--- config.mk ---
export PLATFORM = sky130hd
export DESIGN_NAME = ipv4_forwarding_classifier
export DESIGN_NICKNAME = d
export VERILOG_FILES = /design/src/rtl/core/ifc_pkg.sv /design/src/rtl/core/ifc_tables.sv /design/src/rtl/core/ifc_prefix_unit.sv /design/src/rtl/core/ipv4_forwarding_classifier.sv
export VERILOG_INCLUDE_DIRS = /design/src /design/src/rtl/core
export SDC_FILE = /design/constraint.sdc
export NUM_CORES = 1
export LEC_CHECK = 0
export ABC_CLOCK_PERIOD_IN_PS = 4000
export BUFFER_PORTS_ARGS = -buffer_cell sky130_fd_sc_hd__buf_2
export CORE_UTILIZATION = 40
export DETAILED_ROUTE_END_ITERATION = 10
export MAX_ROUTING_LAYER = met4
export PLACE_DENSITY = 0.63
export SLEW_MARGIN = 20
export SYNTH_ARGS = -nofsm -noshare
export SYNTH_HDL_FRONTEND = slang
export SYNTH_SLANG_ARGS = --single-unit
--- constraint.sdc ---
create_clock -name clk -period 4 [get_ports clk]
set_input_delay 0.2 -clock clk [delete_from_list [all_inputs] [get_ports clk]]
set_output_delay 0.2 -clock clk [all_outputs]
set_load 0.05 [all_outputs]
--- src/rtl/core/ipv4_forwarding_classifier_defines.svh ---
// Assertion macros for the classifier RTL.
// Expects clk and rst_n in the scope of the module that expands them.
`ifndef IPV4_FORWARDING_CLASSIFIER_DEFINES_SVH
`define IPV4_FORWARDING_CLASSIFIER_DEFINES_SVH

// hold cons in the same cycle as ante
`define IFC_ASSERT_NOW(lbl, ante, cons, msg) \
  lbl: assert property (@(posedge clk) disable iff (!rst_n) (ante) |-> (cons)) else $error(msg);

// hold cons in the cycle after ante
`define IFC_ASSERT_NEXT(lbl, ante, cons, msg) \
  lbl: assert property (@(posedge clk) disable iff (!rst_n) (ante) |=> (cons)) else $error(msg);

`endif

--- src/rtl/core/ifc_pkg.sv ---
// Package for the IPv4 forwarding classifier: sizes, codes, beat structs
// and the byte leading-zero helper. No dependencies.
`timescale 1ns / 1ps
`default_nettype none

package ifc_pkg;

  localparam int ROUTE_ENTRIES = 16;
  localparam int PORT_ENTRIES  = 8;

  localparam int ADDR_W = 32;
  localparam int LEN_W  = 6;
  localparam int PORT_W = 3;
  localparam int HOP_W  = 8;
  localparam int SLOT_W = 4;
  localparam int PSLOT_BITS = 3;

  localparam int RIDX_W  = (ROUTE_ENTRIES > 1) ? $clog2(ROUTE_ENTRIES) : 1;
  localparam int PIDX_W  = (PORT_ENTRIES > 1) ? $clog2(PORT_ENTRIES) : 1;
  localparam int RSLOT_W = (RIDX_W > SLOT_W) ? RIDX_W : SLOT_W;
  localparam int PSLOT_W = (PIDX_W > PSLOT_BITS) ? PIDX_W : PSLOT_BITS;

  localparam int SCAN_TOTAL = PORT_ENTRIES + ROUTE_ENTRIES;
  localparam int CNT_W      = $clog2(SCAN_TOTAL + 1);

  localparam int IN_TDATA_W  = 64;
  localparam int OUT_TDATA_W = 24;

  localparam logic [7:0] PROTO_ICMP    = 8'd1;
  localparam logic [7:0] PROTO_TCP     = 8'd6;
  localparam logic [7:0] PROTO_UDP     = 8'd17;
  localparam logic [7:0] ICMP_ECHO_REQ = 8'd8;

  typedef enum logic [1:0] {
    OP_ROUTE    = 2'd0,
    OP_PORT     = 2'd1,
    OP_CLASSIFY = 2'd2
  } op_t;

  typedef enum logic [2:0] {
    ACT_NONE          = 3'd0,
    ACT_ECHO          = 3'd1,
    ACT_PORT_UNREACH  = 3'd2,
    ACT_NET_UNREACH   = 3'd3,
    ACT_TIME_EXCEEDED = 3'd4,
    ACT_FORWARD       = 3'd5
  } action_t;

  typedef struct packed {
    logic              route_we;
    logic              port_we;
    logic [RIDX_W-1:0] raddr;
    logic [PIDX_W-1:0] paddr;
    logic [ADDR_W-1:0] data;
    logic [PORT_W-1:0] egress;
    logic              enable;
  } wr_req_t;

  typedef struct packed {
    logic              en;
    logic              is_port;
    logic [PIDX_W-1:0] paddr;
    logic [RIDX_W-1:0] raddr;
    logic              last;
  } rd_req_t;

  typedef struct packed {
    logic              vld;
    logic              is_port;
    logic              ent_valid;
    logic              last;
    logic [PORT_W-1:0] egress;
    logic [ADDR_W-1:0] data;
  } rd_beat_t;

  typedef struct packed {
    logic              vld;
    logic              is_port;
    logic              ent_valid;
    logic              last;
    logic [PORT_W-1:0] egress;
    logic [LEN_W-1:0]  len;
  } pu_res_t;

  // leading zeros of a non-zero byte
  function automatic logic [2:0] lzc8(input logic [7:0] v);
    logic [2:0] n;
    logic       found;
    n     = 3'd0;
    found = 1'b0;
    for (int i = 7; i >= 0; i--) begin
      if (!found) begin
        if (v[i]) begin
          found = 1'b1;
        end else begin
          n = n + 3'd1;
        end
      end
    end
    return n;
  endfunction

endpackage

`default_nettype wire

--- src/rtl/core/ifc_tables.sv ---
// Route and interface tables: one write port, one registered read port.
// Depends on ifc_pkg.
`timescale 1ns / 1ps
`default_nettype none

module ifc_tables (
  input  wire logic             clk,
  input  wire logic             rst_n,
  input  wire ifc_pkg::wr_req_t wr,
  input  wire ifc_pkg::rd_req_t rd,
  output ifc_pkg::rd_beat_t     q
);
  import ifc_pkg::*;

  logic [ADDR_W-1:0] route_mem [ROUTE_ENTRIES];
  logic [PORT_W-1:0] egress_mem [ROUTE_ENTRIES];
  logic [ADDR_W-1:0] port_mem [PORT_ENTRIES];
  logic              route_valid_r [ROUTE_ENTRIES];
  logic              port_valid_r [PORT_ENTRIES];

  logic              q_vld_r;
  logic              q_is_port_r;
  logic              q_last_r;
  logic              q_ent_valid_r;
  logic [PORT_W-1:0] q_egress_r;
  logic [ADDR_W-1:0] q_data_r;

  always_ff @(posedge clk) begin
    if (!rst_n) begin
      for (int i = 0; i < ROUTE_ENTRIES; i++) begin
        route_valid_r[i] <= 1'b0;
      end
      for (int i = 0; i < PORT_ENTRIES; i++) begin
        port_valid_r[i] <= 1'b0;
      end
      q_vld_r <= 1'b0;
    end else begin
      if (wr.route_we) begin
        route_valid_r[wr.raddr] <= wr.enable;
      end
      if (wr.port_we) begin
        port_valid_r[wr.paddr] <= wr.enable;
      end
      q_vld_r <= rd.en;
    end
  end

  always_ff @(posedge clk) begin
    if (wr.route_we) begin
      route_mem[wr.raddr]  <= wr.data;
      egress_mem[wr.raddr] <= wr.egress;
    end
    if (wr.port_we) begin
      port_mem[wr.paddr] <= wr.data;
    end
  end

  always_ff @(posedge clk) begin
    q_is_port_r <= rd.is_port;
    q_last_r    <= rd.last;
    if (rd.is_port) begin
      q_data_r      <= port_mem[rd.paddr];
      q_egress_r    <= '0;
      q_ent_valid_r <= port_valid_r[rd.paddr];
    end else begin
      q_data_r      <= route_mem[rd.raddr];
      q_egress_r    <= egress_mem[rd.raddr];
      q_ent_valid_r <= route_valid_r[rd.raddr];
    end
  end

  assign q = '{vld:       q_vld_r,
               is_port:   q_is_port_r,
               ent_valid: q_ent_valid_r,
               last:      q_last_r,
               egress:    q_egress_r,
               data:      q_data_r};

endmodule

`default_nettype wire

--- src/rtl/core/ifc_prefix_unit.sv ---
// Shared two-stage common-prefix counter: byte leading zeros, then merge.
// Depends on ifc_pkg.
`timescale 1ns / 1ps
`default_nettype none

module ifc_prefix_unit (
  input  wire logic                      clk,
  input  wire logic                      rst_n,
  input  wire ifc_pkg::rd_beat_t         ent,
  input  wire logic [ifc_pkg::ADDR_W-1:0] key,
  output ifc_pkg::pu_res_t               res
);
  import ifc_pkg::*;

  localparam int NBYTES = ADDR_W / 8;

  logic [ADDR_W-1:0] diff;
  logic              s1_vld_r;
  logic              s1_is_port_r;
  logic              s1_ent_valid_r;
  logic              s1_last_r;
  logic [PORT_W-1:0] s1_egress_r;
  logic [NBYTES-1:0] s1_zero_r;
  logic [2:0]        s1_lz_r [NBYTES];
  logic [LEN_W-1:0]  len_nxt;
  pu_res_t           res_r;

  assign diff = ent.data ^ key;

  always_ff @(posedge clk) begin
    if (!rst_n) begin
      s1_vld_r  <= 1'b0;
      res_r.vld <= 1'b0;
    end else begin
      s1_vld_r  <= ent.vld;
      res_r.vld <= s1_vld_r;
    end
    s1_is_port_r   <= ent.is_port;
    s1_ent_valid_r <= ent.ent_valid;
    s1_last_r      <= ent.last;
    s1_egress_r    <= ent.egress;
    for (int k = 0; k < NBYTES; k++) begin
      s1_zero_r[k] <= (diff[ADDR_W-1-8*k -: 8] == 8'd0);
      s1_lz_r[k]   <= lzc8(diff[ADDR_W-1-8*k -: 8]);
    end
    res_r.is_port   <= s1_is_port_r;
    res_r.ent_valid <= s1_ent_valid_r;
    res_r.last      <= s1_last_r;
    res_r.egress    <= s1_egress_r;
    res_r.len       <= len_nxt;
  end

  // first differing byte from the top sets the length
  always_comb begin
    len_nxt = LEN_W'(ADDR_W);
    for (int k = NBYTES - 1; k >= 0; k--) begin
      if (!s1_zero_r[k]) begin
        len_nxt = LEN_W'(8 * k) + LEN_W'(s1_lz_r[k]);
      end
    end
  end

  assign res = res_r;

endmodule

`default_nettype wire

--- src/rtl/core/ipv4_forwarding_classifier.sv ---
// IPv4 forwarding classifier: sequencer, decision logic and output register.
// Uses ifc_pkg, ifc_tables, ifc_prefix_unit and the classifier defines header.
// Table writes (tuser 0 route, 1 interface) and the unused code return one
// all-zero result beat. A classify beat (tuser 2) visits every interface
// entry and then every route entry, one per cycle, through the single table
// read port and the shared prefix counter; their three pipeline stages are
// passed before the result load. in_tready is low during a classify.
// The result sits in an output register and in_tready stays low while it
// waits on out_tready, so the next beat is taken at the earliest in the cycle
// that result leaves.
`timescale 1ns / 1ps
`default_nettype none

module ipv4_forwarding_classifier (
  input  wire logic                           clk,
  input  wire logic                           rst_n,
  input  wire logic                           in_tvalid,
  output logic                                in_tready,
  // slot, address, egress, enable, protocol, hop_limit, message_type
  input  wire logic [ifc_pkg::IN_TDATA_W-1:0] in_tdata,
  // op
  input  wire logic [1:0]                     in_tuser,
  output logic                                out_tvalid,
  input  wire logic                           out_tready,
  // out_port, new_hop_limit, match_length, zero fill
  output logic [ifc_pkg::OUT_TDATA_W-1:0]     out_tdata,
  // action
  output logic [2:0]                          out_tuser
);
  import ifc_pkg::*;

  typedef enum logic [1:0] {
    S_IDLE,
    S_SCAN,
    S_DRAIN,
    S_DONE
  } state_t;

  state_t            state_r, state_nxt;
  logic [CNT_W-1:0]  cnt_r, cnt_nxt;
  logic [ADDR_W-1:0] dest_r, dest_nxt;
  logic [7:0]        proto_r, proto_nxt;
  logic [HOP_W-1:0]  hop_r, hop_nxt;
  logic [7:0]        mtype_r, mtype_nxt;
  logic              local_r, local_nxt;
  logic [LEN_W-1:0]  best_len_r, best_len_nxt;
  logic [PORT_W-1:0] best_port_r, best_port_nxt;
  logic              out_vld_r, out_vld_nxt;
  action_t           out_act_r, out_act_nxt;
  logic [PORT_W-1:0] out_port_r, out_port_nxt;
  logic [HOP_W-1:0]  out_hop_r, out_hop_nxt;
  logic [LEN_W-1:0]  out_len_r, out_len_nxt;

  logic              in_fire;
  logic              out_free;
  op_t               op;
  logic [SLOT_W-1:0] in_slot;
  logic [RSLOT_W-1:0] rslot;
  logic [PSLOT_W-1:0] pslot;
  logic [CNT_W-1:0]  rsub;
  wr_req_t           wr;
  rd_req_t           rd;
  rd_beat_t          ent;
  pu_res_t           pres;

  assign op      = op_t'(in_tuser);
  assign in_slot = in_tdata[3:0];
  assign rslot   = RSLOT_W'(in_slot);
  assign pslot   = PSLOT_W'(in_slot[PSLOT_BITS-1:0]);
  assign rsub    = cnt_r - CNT_W'(PORT_ENTRIES);

  assign out_free  = !out_vld_r || out_tready;
  assign in_tready = (state_r == S_IDLE) && out_free;
  assign in_fire   = in_tvalid && in_tready;

  always_comb begin
    wr.route_we = in_fire && (op == OP_ROUTE) && (int'(rslot) < ROUTE_ENTRIES);
    wr.port_we  = in_fire && (op == OP_PORT) && (int'(pslot) < PORT_ENTRIES);
    wr.raddr    = rslot[RIDX_W-1:0];
    wr.paddr    = pslot[PIDX_W-1:0];
    wr.data     = in_tdata[35:4];
    wr.egress   = in_tdata[38:36];
    wr.enable   = in_tdata[39];
  end

  always_comb begin
    rd.en      = (state_r == S_SCAN);
    rd.is_port = (cnt_r < CNT_W'(PORT_ENTRIES));
    rd.paddr   = cnt_r[PIDX_W-1:0];
    rd.raddr   = rsub[RIDX_W-1:0];
    rd.last    = (cnt_r == CNT_W'(SCAN_TOTAL - 1));
  end

  ifc_tables u_tables (
    .clk   (clk),
    .rst_n (rst_n),
    .wr    (wr),
    .rd    (rd),
    .q     (ent)
  );

  ifc_prefix_unit u_prefix (
    .clk   (clk),
    .rst_n (rst_n),
    .ent   (ent),
    .key   (dest_r),
    .res   (pres)
  );

  always_comb begin
    state_nxt     = state_r;
    cnt_nxt       = cnt_r;
    dest_nxt      = dest_r;
    proto_nxt     = proto_r;
    hop_nxt       = hop_r;
    mtype_nxt     = mtype_r;
    local_nxt     = local_r;
    best_len_nxt  = best_len_r;
    best_port_nxt = best_port_r;
    out_vld_nxt   = out_vld_r && !out_tready;
    out_act_nxt   = out_act_r;
    out_port_nxt  = out_port_r;
    out_hop_nxt   = out_hop_r;
    out_len_nxt   = out_len_r;

    // fold in one scanned entry
    if (pres.vld && pres.ent_valid) begin
      if (pres.is_port) begin
        if (pres.len == LEN_W'(ADDR_W)) begin
          local_nxt = 1'b1;
        end
      end else if (pres.len > best_len_r) begin
        best_len_nxt  = pres.len;
        best_port_nxt = pres.egress;
      end
    end

    unique case (state_r)
      S_IDLE: begin
        if (in_fire) begin
          if (op == OP_CLASSIFY) begin
            dest_nxt      = in_tdata[35:4];
            proto_nxt     = in_tdata[47:40];
            hop_nxt       = in_tdata[55:48];
            mtype_nxt     = in_tdata[63:56];
            local_nxt     = 1'b0;
            best_len_nxt  = '0;
            best_port_nxt = '0;
            cnt_nxt       = '0;
            state_nxt     = S_SCAN;
          end else begin
            out_vld_nxt  = 1'b1;
            out_act_nxt  = ACT_NONE;
            out_port_nxt = '0;
            out_hop_nxt  = '0;
            out_len_nxt  = '0;
          end
        end
      end
      S_SCAN: begin
        cnt_nxt = cnt_r + CNT_W'(1);
        if (rd.last) begin
          state_nxt = S_DRAIN;
        end
      end
      S_DRAIN: begin
        if (pres.vld && pres.last) begin
          state_nxt = S_DONE;
        end
      end
      S_DONE: begin
        if (out_free) begin
          out_vld_nxt  = 1'b1;
          out_port_nxt = '0;
          out_hop_nxt  = hop_r;
          out_len_nxt  = '0;
          out_act_nxt  = ACT_NONE;
          if (local_r) begin
            if (proto_r == PROTO_ICMP) begin
              if (mtype_r == ICMP_ECHO_REQ) begin
                out_act_nxt = ACT_ECHO;
              end
            end else if (proto_r == PROTO_TCP || proto_r == PROTO_UDP) begin
              out_act_nxt = ACT_PORT_UNREACH;
            end
          end else if (best_len_r == '0) begin
            out_act_nxt = ACT_NET_UNREACH;
          end else begin
            out_len_nxt = best_len_r;
            if (hop_r <= HOP_W'(1)) begin
              out_act_nxt = ACT_TIME_EXCEEDED;
            end else begin
              out_act_nxt  = ACT_FORWARD;
              out_port_nxt = best_port_r;
              out_hop_nxt  = hop_r - HOP_W'(1);
            end
          end
          state_nxt = S_IDLE;
        end
      end
      default: begin
        state_nxt = S_IDLE;
      end
    endcase
  end

  always_ff @(posedge clk) begin
    if (!rst_n) begin
      state_r   <= S_IDLE;
      out_vld_r <= 1'b0;
      cnt_r     <= '0;
    end else begin
      state_r   <= state_nxt;
      out_vld_r <= out_vld_nxt;
      cnt_r     <= cnt_nxt;
    end
    dest_r      <= dest_nxt;
    proto_r     <= proto_nxt;
    hop_r       <= hop_nxt;
    mtype_r     <= mtype_nxt;
    local_r     <= local_nxt;
    best_len_r  <= best_len_nxt;
    best_port_r <= best_port_nxt;
    out_act_r   <= out_act_nxt;
    out_port_r  <= out_port_nxt;
    out_hop_r   <= out_hop_nxt;
    out_len_r   <= out_len_nxt;
  end

  assign out_tvalid = out_vld_r;
  assign out_tuser  = out_act_r;
  assign out_tdata  = {(OUT_TDATA_W - PORT_W - HOP_W - LEN_W)'(0),
                       out_len_r, out_hop_r, out_port_r};

`include "ipv4_forwarding_classifier_defines.svh"

  `IFC_ASSERT_NEXT(a_classify_blocks, in_fire && (op == OP_CLASSIFY), !in_tready, "classify beat did not block input")
  `IFC_ASSERT_NOW(a_pu_in_scan, pres.vld, (state_r == S_SCAN) || (state_r == S_DRAIN), "prefix result outside scan")
  `IFC_ASSERT_NOW(a_fwd_len, out_vld_r && (out_act_r == ACT_FORWARD), (out_len_r != '0) && (out_hop_r != 8'hFF), "forward with no match or hop underflow")
  `IFC_ASSERT_NOW(a_len_range, out_vld_r, out_len_r <= LEN_W'(ADDR_W), "match length beyond address width")

endmodule

`default_nettype wire

After elaboration in Yosys (flattened, before gate mapping) --
Memory sizes are Yosys's and may differ from the RTL's. A register that Yosys moved wholly into a read port is not among the register bits. Cells that the tools add are included.
Word-level totals: register bits after elaboration 154, RAM bits 852, input port bits 70, word-level logic and storage cells 315, memories kept 6
Operators by class: add/subtract/negate cells 34, $lt $le $gt $ge 3, equality and inequality tests 17, mux-type cells 196, bitwise operators 1, reduce and logical (&&, ||, !) cells 26
Memory list:
- u_tables.route_mem | words 16, bits a word 32, read ports 1, clocked after Yosys merged registers in 0, write ports 1, line ifc_tables.sv:15 | logic [ADDR_W-1:0] route_mem [ROUTE_ENTRIES];
- u_tables.port_mem | words 8, bits a word 32, read ports 1, clocked after Yosys merged registers in 1, write ports 1, line ifc_tables.sv:17 | logic [ADDR_W-1:0] port_mem [PORT_ENTRIES];
- u_tables.egress_mem | words 16, bits a word 3, read ports 1, clocked after Yosys merged registers in 1, write ports 1, line ifc_tables.sv:16 | logic [PORT_W-1:0] egress_mem [ROUTE_ENTRIES];
- u_tables.route_valid_r | words 16, bits a word 1, read ports 1, clocked after Yosys merged registers in 0, write ports 16, line ifc_tables.sv:18 | logic route_valid_r [ROUTE_ENTRIES];
- u_prefix.s1_lz_r | words 4, bits a word 3, read ports 4, clocked after Yosys merged registers in 0, write ports 4, line ifc_prefix_unit.sv:24 | logic [2:0] s1_lz_r [NBYTES];
- u_tables.port_valid_r | words 8, bits a word 1, read ports 1, clocked after Yosys merged registers in 1, write ports 8, line ifc_tables.sv:19 | logic port_valid_r [PORT_ENTRIES];
Operators with widths (count):
- 3-bit two-way mux | 78
- 6-bit two-way mux | 14
- 1-bit two-way mux | 81
- 3-bit by 1-bit adder with 3-bit output, second input constant | 24
- 8-bit two-way mux | 6
- 8-bit zero test | 4
- 32-bit two-way mux | 1
- 32-bit XOR | 1
- 8-bit one-hot mux with 2 select lines | 1
- 5-bit by 3-bit adder with 6-bit output, first input constant | 2
- 2-bit two-way mux | 6
- 3-bit one-hot mux with 2 select lines | 2
- 6-bit one-hot mux with 2 select lines | 1
- 5-bit two-way mux | 2
- 2-bit inequality test, second input constant | 5
- 5-bit one-hot mux with 2 select lines | 1
- 1-bit by 1-bit adder with 2-bit output, second input constant | 4
- 8-bit by 1-bit equality test with 1-bit output, second input constant | 1
- 8-bit by 3-bit equality test with 1-bit output, second input constant | 1
- 8-bit by 4-bit equality test with 1-bit output, second input constant | 1
- 8-bit by 5-bit equality test with 1-bit output, second input constant | 1
- 8-bit by 1-bit less-or-equal comparator with 1-bit output, second input constant | 1
- 2-bit one-hot mux with 4 select lines | 1
- 8-bit by 1-bit subtractor with 8-bit output, second input constant | 1
- other kinds (22) | 37

Longest topological paths before layout --
word-level depth 23, gate-level depth with buffers 19, gate-level depth less buffers 19

Modules after synthesis --
A second synthesis with hierarchy kept.
Unflattened totals: cells, all modules 2092, area total of the unflattened synthesis 39245.1 µm²
By module, submodules not included:
- ifc_tables | times used 1, cells each 1532, area each 32994.1 µm², seq. area each 25764.7 µm²
- ipv4_forwarding_classifier | times used 1, cells each 301, area each 3953.8 µm², seq. area each 2642.5 µm²
- ifc_prefix_unit | times used 1, cells each 259, area each 2297.2 µm², seq. area each 720.7 µm²

Worst setup path after synthesis --
No wires, ideal clock.
path type reg-to-reg, start point register dest_r[13], end point memory u_prefix.s1_lz_r[2][2], library setup time 0.070 ns, arrival 4.213 ns, required time 3.930 ns, slack -0.283 ns, cell stages (with the launch flop) 19, buffers on the path 0, cells stage by stage edfxtp_1 xor2_1 a21oi_1 ha_1 nor3_1 nor2_1 ha_1 a211oi_1 a2111oi_1 nor2b_1 ha_1 o21ai_0 a21oi_1 ha_1 and3_4 nor4_4 xnor3_1 or3_1 a21oi_1
RTL lines:
- start, declared | line ipv4_forwarding_classifier.sv:41 | logic [ADDR_W-1:0] dest_r, dest_nxt;
- start signal, assigned | line ipv4_forwarding_classifier.sv:217 | dest_r <= dest_nxt;
- end, declared | line ifc_prefix_unit.sv:24

==> impl_metrics.tcl <==
set metrics [dict create \
    cts_tree "done" \
    cp_data_arrival_time_ns 4.60 \
    clkSlewWorstSetupHoldPaths_ns 0.06 \
    path_max_fanout 3 \
    synth_top_area_cell "sky130_fd_sc_hd__edfxtp_1" \
    clockPowerShare_pct 42.3 \
    p_int_mw 17.2 \
    ys.flop_type "sky130_fd_sc_hd__edfxtp_1" \
    ff2ff_setup_slack_ns -0.03 \
    period_share_pct 101 \
    htreeDepth 3 \
    place.detailed.instances 3354 \
    vias_in_the_first_global_route 20200 \
    grt_pass1_wl_um 129000 \
    synth-seq-cells 1012 \
    static_power_due_to_leakage_nw 14.3 \
    synthTopCellsByArea "sky130_fd_sc_hd__edfxtp_1 69%, sky130_fd_sc_hd__mux4_2 12%, sky130_fd_sc_hd__dfxtp_1 6.1%" \
    clock_tree.buffer_depth 3 \
    final_hold_vios 0 \
    holdPathEnd "u_tables.route_mem[2][12]" \
    violations "negative setup slack" \
    power.density_nw_per_um2 479 \
    pwr-share-seq_pct 53.8 \
    yosysWarningCount 0 \
    cp_data_required_time_ns 4.58 \
    synth.avg_cell_area_um2 19.4 \
    drt_pass1_iterations 5 \
    slew_violations 0 \
    floorplan.die.width_um 315 \
    layout.cells.non_filler 3597 \
    drtIter0Drc 1523 \
    overflow 0 \
    rsz0062_at_grt "true" \
    place_area_um2 41600 \
    synth-edff-count 892 \
    min_delay_path_depth 1 \
    hold_path_startpoint "in_tdata[16]" \
    postSynthCellCount 2011 \
    grt_max_degree 57 \
    num_vias 19500 \
    worst_setup_path_end_kind "flop" \
    setup.worst_path.start "dest_r[14]" \
    antennaDiodeCount 0 \
    antenna_violations_before_repair 1 \
    timing.fmax_mhz 248 \
    yosysUniqueCellTypes 58 \
    layout.core_utilization_pct 46.9 \
    area_growth_syn_to_layout_pct 16.2 \
    worst_clock_skew_ns 0.0188 \
    capture_instance_of_the_worst_register_to_register_path "u_prefix.s1_lz_r[2][2]" \
    drt-vias-per-instance 5.43 \
    setup-violations-final 1 \
    cts_made_buffers 99 \
    route.detailed.wl_per_inst_um 24.2 \
    synth-async-reset-ratio_pct 0 \
    insertion_delay_ns 0.66 \
    placement.io_buffers 91 \
    drive_gt1_share_pct 26.2 \
    post_route_cell_area_um2 45400 \
    switching_power_mw 4.53 \
    die_area_um2 98900 \
    cts_root_buf "sky130_fd_sc_hd__clkbuf_16" \
    final_period_minus_worst_setup_slack_ns 4.03 \
    die_h_um 315 \
    gp_routability_congestion 0.795 \
    detail_route.wirelength_um 87200 \
    synth-seq-area-share_pct 74.7 \
    worst_min_path_class "input pin to flop" \
    relSlewSlack_pct 35.6 \
    crit_type "flop to flop" \
    p_comb_share_pct 4.0 \
    worst_r2r_startpoint "dest_r[14]" \
    peakVddDrop_mv 0.370 \
    placementRows 114 \
    design.portCount 99 \
    critical_path.startpoint_type "flop" \
    switching_share_pct 20.8 \
    r2r_cells 17 \
    run_status "complete, but fails checks" \
    drv_cap 0 \
    timing.final.ws_setup_ns -0.0262 \
    dp_hpwl_um 48600 \
    clock_sink_count 1012 \
    syn-cell-area_um2 39100 \
    core_area_um2 96700 \
    antenna_violating_nets_post_route 0 \
    nNetsFinal 2335 \
    synth.top_cell.area_share_pct 68.6 \
    initial_core_util_pct 40.4 \
    track_usage_pct 18.2 \
    drt_drc_violations_left 0 \
    tightestPinTransition_ns 0.964 \
]
==> how the worst max path moves through the flow <==
stage / endpoint / depth (start not counted) / slack [ns]
detailed placement: u_prefix.s1_lz_r[2][2] / 17 / -0.16
floorplan: u_prefix.s1_lz_r[2][2] / 18 / 0.10
global route: u_prefix.s1_lz_r[2][2] / 18 / -0.17
global placement: u_prefix.s1_lz_r[2][2] / 17 / -0.05
finish: u_prefix.s1_lz_r[2][2] / 17 / -0.03
CTS: u_prefix.s1_lz_r[2][2] / 18 / 0.01
==> power by group through the flow <==
stage	sequential [mW]	combinational (mW)	clock, mW
floorplan	12.0	0.399	0
global placement	11.9	0.776	0
detailed placement	11.9	0.810	0
CTS	11.7	0.862	9.36
global route	11.7	0.932	9.75
finish	11.7	0.859	9.19
==> what timing repair did <==
item | CTS | global route
hold buffers | 55 | 0
setup buffers | 2 | 0
pin swaps | 7 | 1
gates resized for setup | 4 | 2
gates cloned | 0 | 0
endpoints found under the setup margin | 1 | 1
endpoints found under the hold margin | 639 | 0
==> flip-flops by register name, indices dropped and copies added (netlist names), 2 cells and up, named ones only <==
register                flops
best_len_r                  6
mtype_r                     8
out_hop_r                   8
u_tables.route_valid_r     16
proto_r                     8
u_prefix.s1_lz_r           12
out_port_r                  3
hop_r                       8
out_tuser                   3
u_tables.port_valid_r       8
u_tables.egress_mem        48
u_prefix.s1_zero_r          4
u_tables.q_egress_r         3
u_prefix.res               13
cnt_r                       5
state_r                     2
u_tables.q_data_r          32
out_len_r                   6
best_port_r                 3
u_tables.port_mem         256
u_tables.route_mem        512
dest_r                     32
u_prefix.s1_egress_r        3
==> critical path, stage by stage (launching register included) <==
cell	delay, ns
sky130_fd_sc_hd__edfxtp_1	0.44
sky130_fd_sc_hd__xnor2_2	0.25
sky130_fd_sc_hd__nand2_2	0.10
sky130_fd_sc_hd__or3_4	0.37
sky130_fd_sc_hd__and2_1	0.15
sky130_fd_sc_hd__ha_1	0.29
sky130_fd_sc_hd__a211oi_1	0.08
sky130_fd_sc_hd__a2111oi_2	0.39
sky130_fd_sc_hd__nor2b_1	0.10
sky130_fd_sc_hd__ha_1	0.31
sky130_fd_sc_hd__o21ai_1	0.07
sky130_fd_sc_hd__a21oi_1	0.14
sky130_fd_sc_hd__ha_2	0.20
sky130_fd_sc_hd__nor2_1	0.06
sky130_fd_sc_hd__nor4_4	0.25
sky130_fd_sc_hd__xnor3_1	0.30
sky130_fd_sc_hd__or3_4	0.35
sky130_fd_sc_hd__a21oi_2	0.13
==> metrics by stage <==
| step | worst slack [ns] | setup TNS [ns] | hold WS (ns) | power (mW) |
|---|---|---|---|---|
| 6_report | -0.0262 | -0.0262 | 0.0301 | 21.7 |
| 4_1_cts | 0.0131 | 0 | 0.00139 | 21.9 |
| 3_5_place_dp | -0.156 | -0.156 | 0.312 | 12.7 |
| 5_1_grt | -0.169 | -0.169 | 0.0389 | 22.4 |
| 3_3_place_gp | -0.0503 | -0.0503 | 0.310 | 12.7 |
| 2_1_floorplan | 0.101 | 0 | 0.299 | 12.4 |
==> logic make-up after synthesis <==
family,after synthesis,synth area share (%)
other cells,1,0.00960
xor+xnor,59,1.40
fa+ha+maj,29,0.929
simple gates,269,3.30
compound gates,188,3.00
mux,330,15.3
flops,1012,74.7
buf+inv,123,1.35
==> layer usage <==
metal  part of all wire (%)  up-vias  track usage, %
met5                      0        -               -
met4                    2.4        0            5.59
met3                    4.8      134            2.47
met2                     50      546            30.0
met1                     43    10300            23.5
li1                       -     8510               -
==> cells in the final DEF (no fill, tap or decap), types with 48 or more instances in the layout <==
| cell type | instances |
|---|---|
| sky130_fd_sc_hd__dlygate4sd3_1 | 55 |
| sky130_fd_sc_hd__nand2_1 | 64 |
| sky130_fd_sc_hd__buf_4 | 58 |
| sky130_fd_sc_hd__edfxtp_1 | 892 |
| sky130_fd_sc_hd__dfxtp_1 | 112 |
| sky130_fd_sc_hd__mux2i_1 | 82 |
| sky130_fd_sc_hd__o21ai_0 | 48 |
| sky130_fd_sc_hd__nor2_1 | 83 |
| sky130_fd_sc_hd__mux4_2 | 210 |
| sky130_fd_sc_hd__clkbuf_16 | 101 |
| sky130_fd_sc_hd__buf_2 | 91 |
==> cell type report <==
type | count | area, um^2
fill | 7964 | 51300
inverter | 27 | 101
timing repair buffer | 214 | 1640
sequential | 1012 | 29200
clock inverter | 54 | 508
tap | 1276 | 1600
clock buffer | 132 | 2710
multi-input combinational | 882 | 9630
==> synthesized netlist by cell type, types with 9 or more instances <==
library cell and n:
sky130_fd_sc_hd__nand3_1 10, sky130_fd_sc_hd__mux4_2 210, sky130_fd_sc_hd__clkbuf_1 46, sky130_fd_sc_hd__mux2i_1 82, sky130_fd_sc_hd__o21ai_0 49, sky130_fd_sc_hd__nand2_1 65, sky130_fd_sc_hd__xor2_1 28, sky130_fd_sc_hd__a21oi_1 49
sky130_fd_sc_hd__dfxtp_1 120, sky130_fd_sc_hd__nor2b_1 15, sky130_fd_sc_hd__buf_2 31, sky130_fd_sc_hd__a21boi_0 26, sky130_fd_sc_hd__a211oi_1 34, sky130_fd_sc_hd__and2_1 17, sky130_fd_sc_hd__ha_1 29, sky130_fd_sc_hd__mux2_2 38
sky130_fd_sc_hd__inv_1 27, sky130_fd_sc_hd__nor2_1 107, sky130_fd_sc_hd__buf_1 12, sky130_fd_sc_hd__and3_1 9, sky130_fd_sc_hd__xnor2_1 28, sky130_fd_sc_hd__edfxtp_1 892
(Power assumes the default switching activity.)
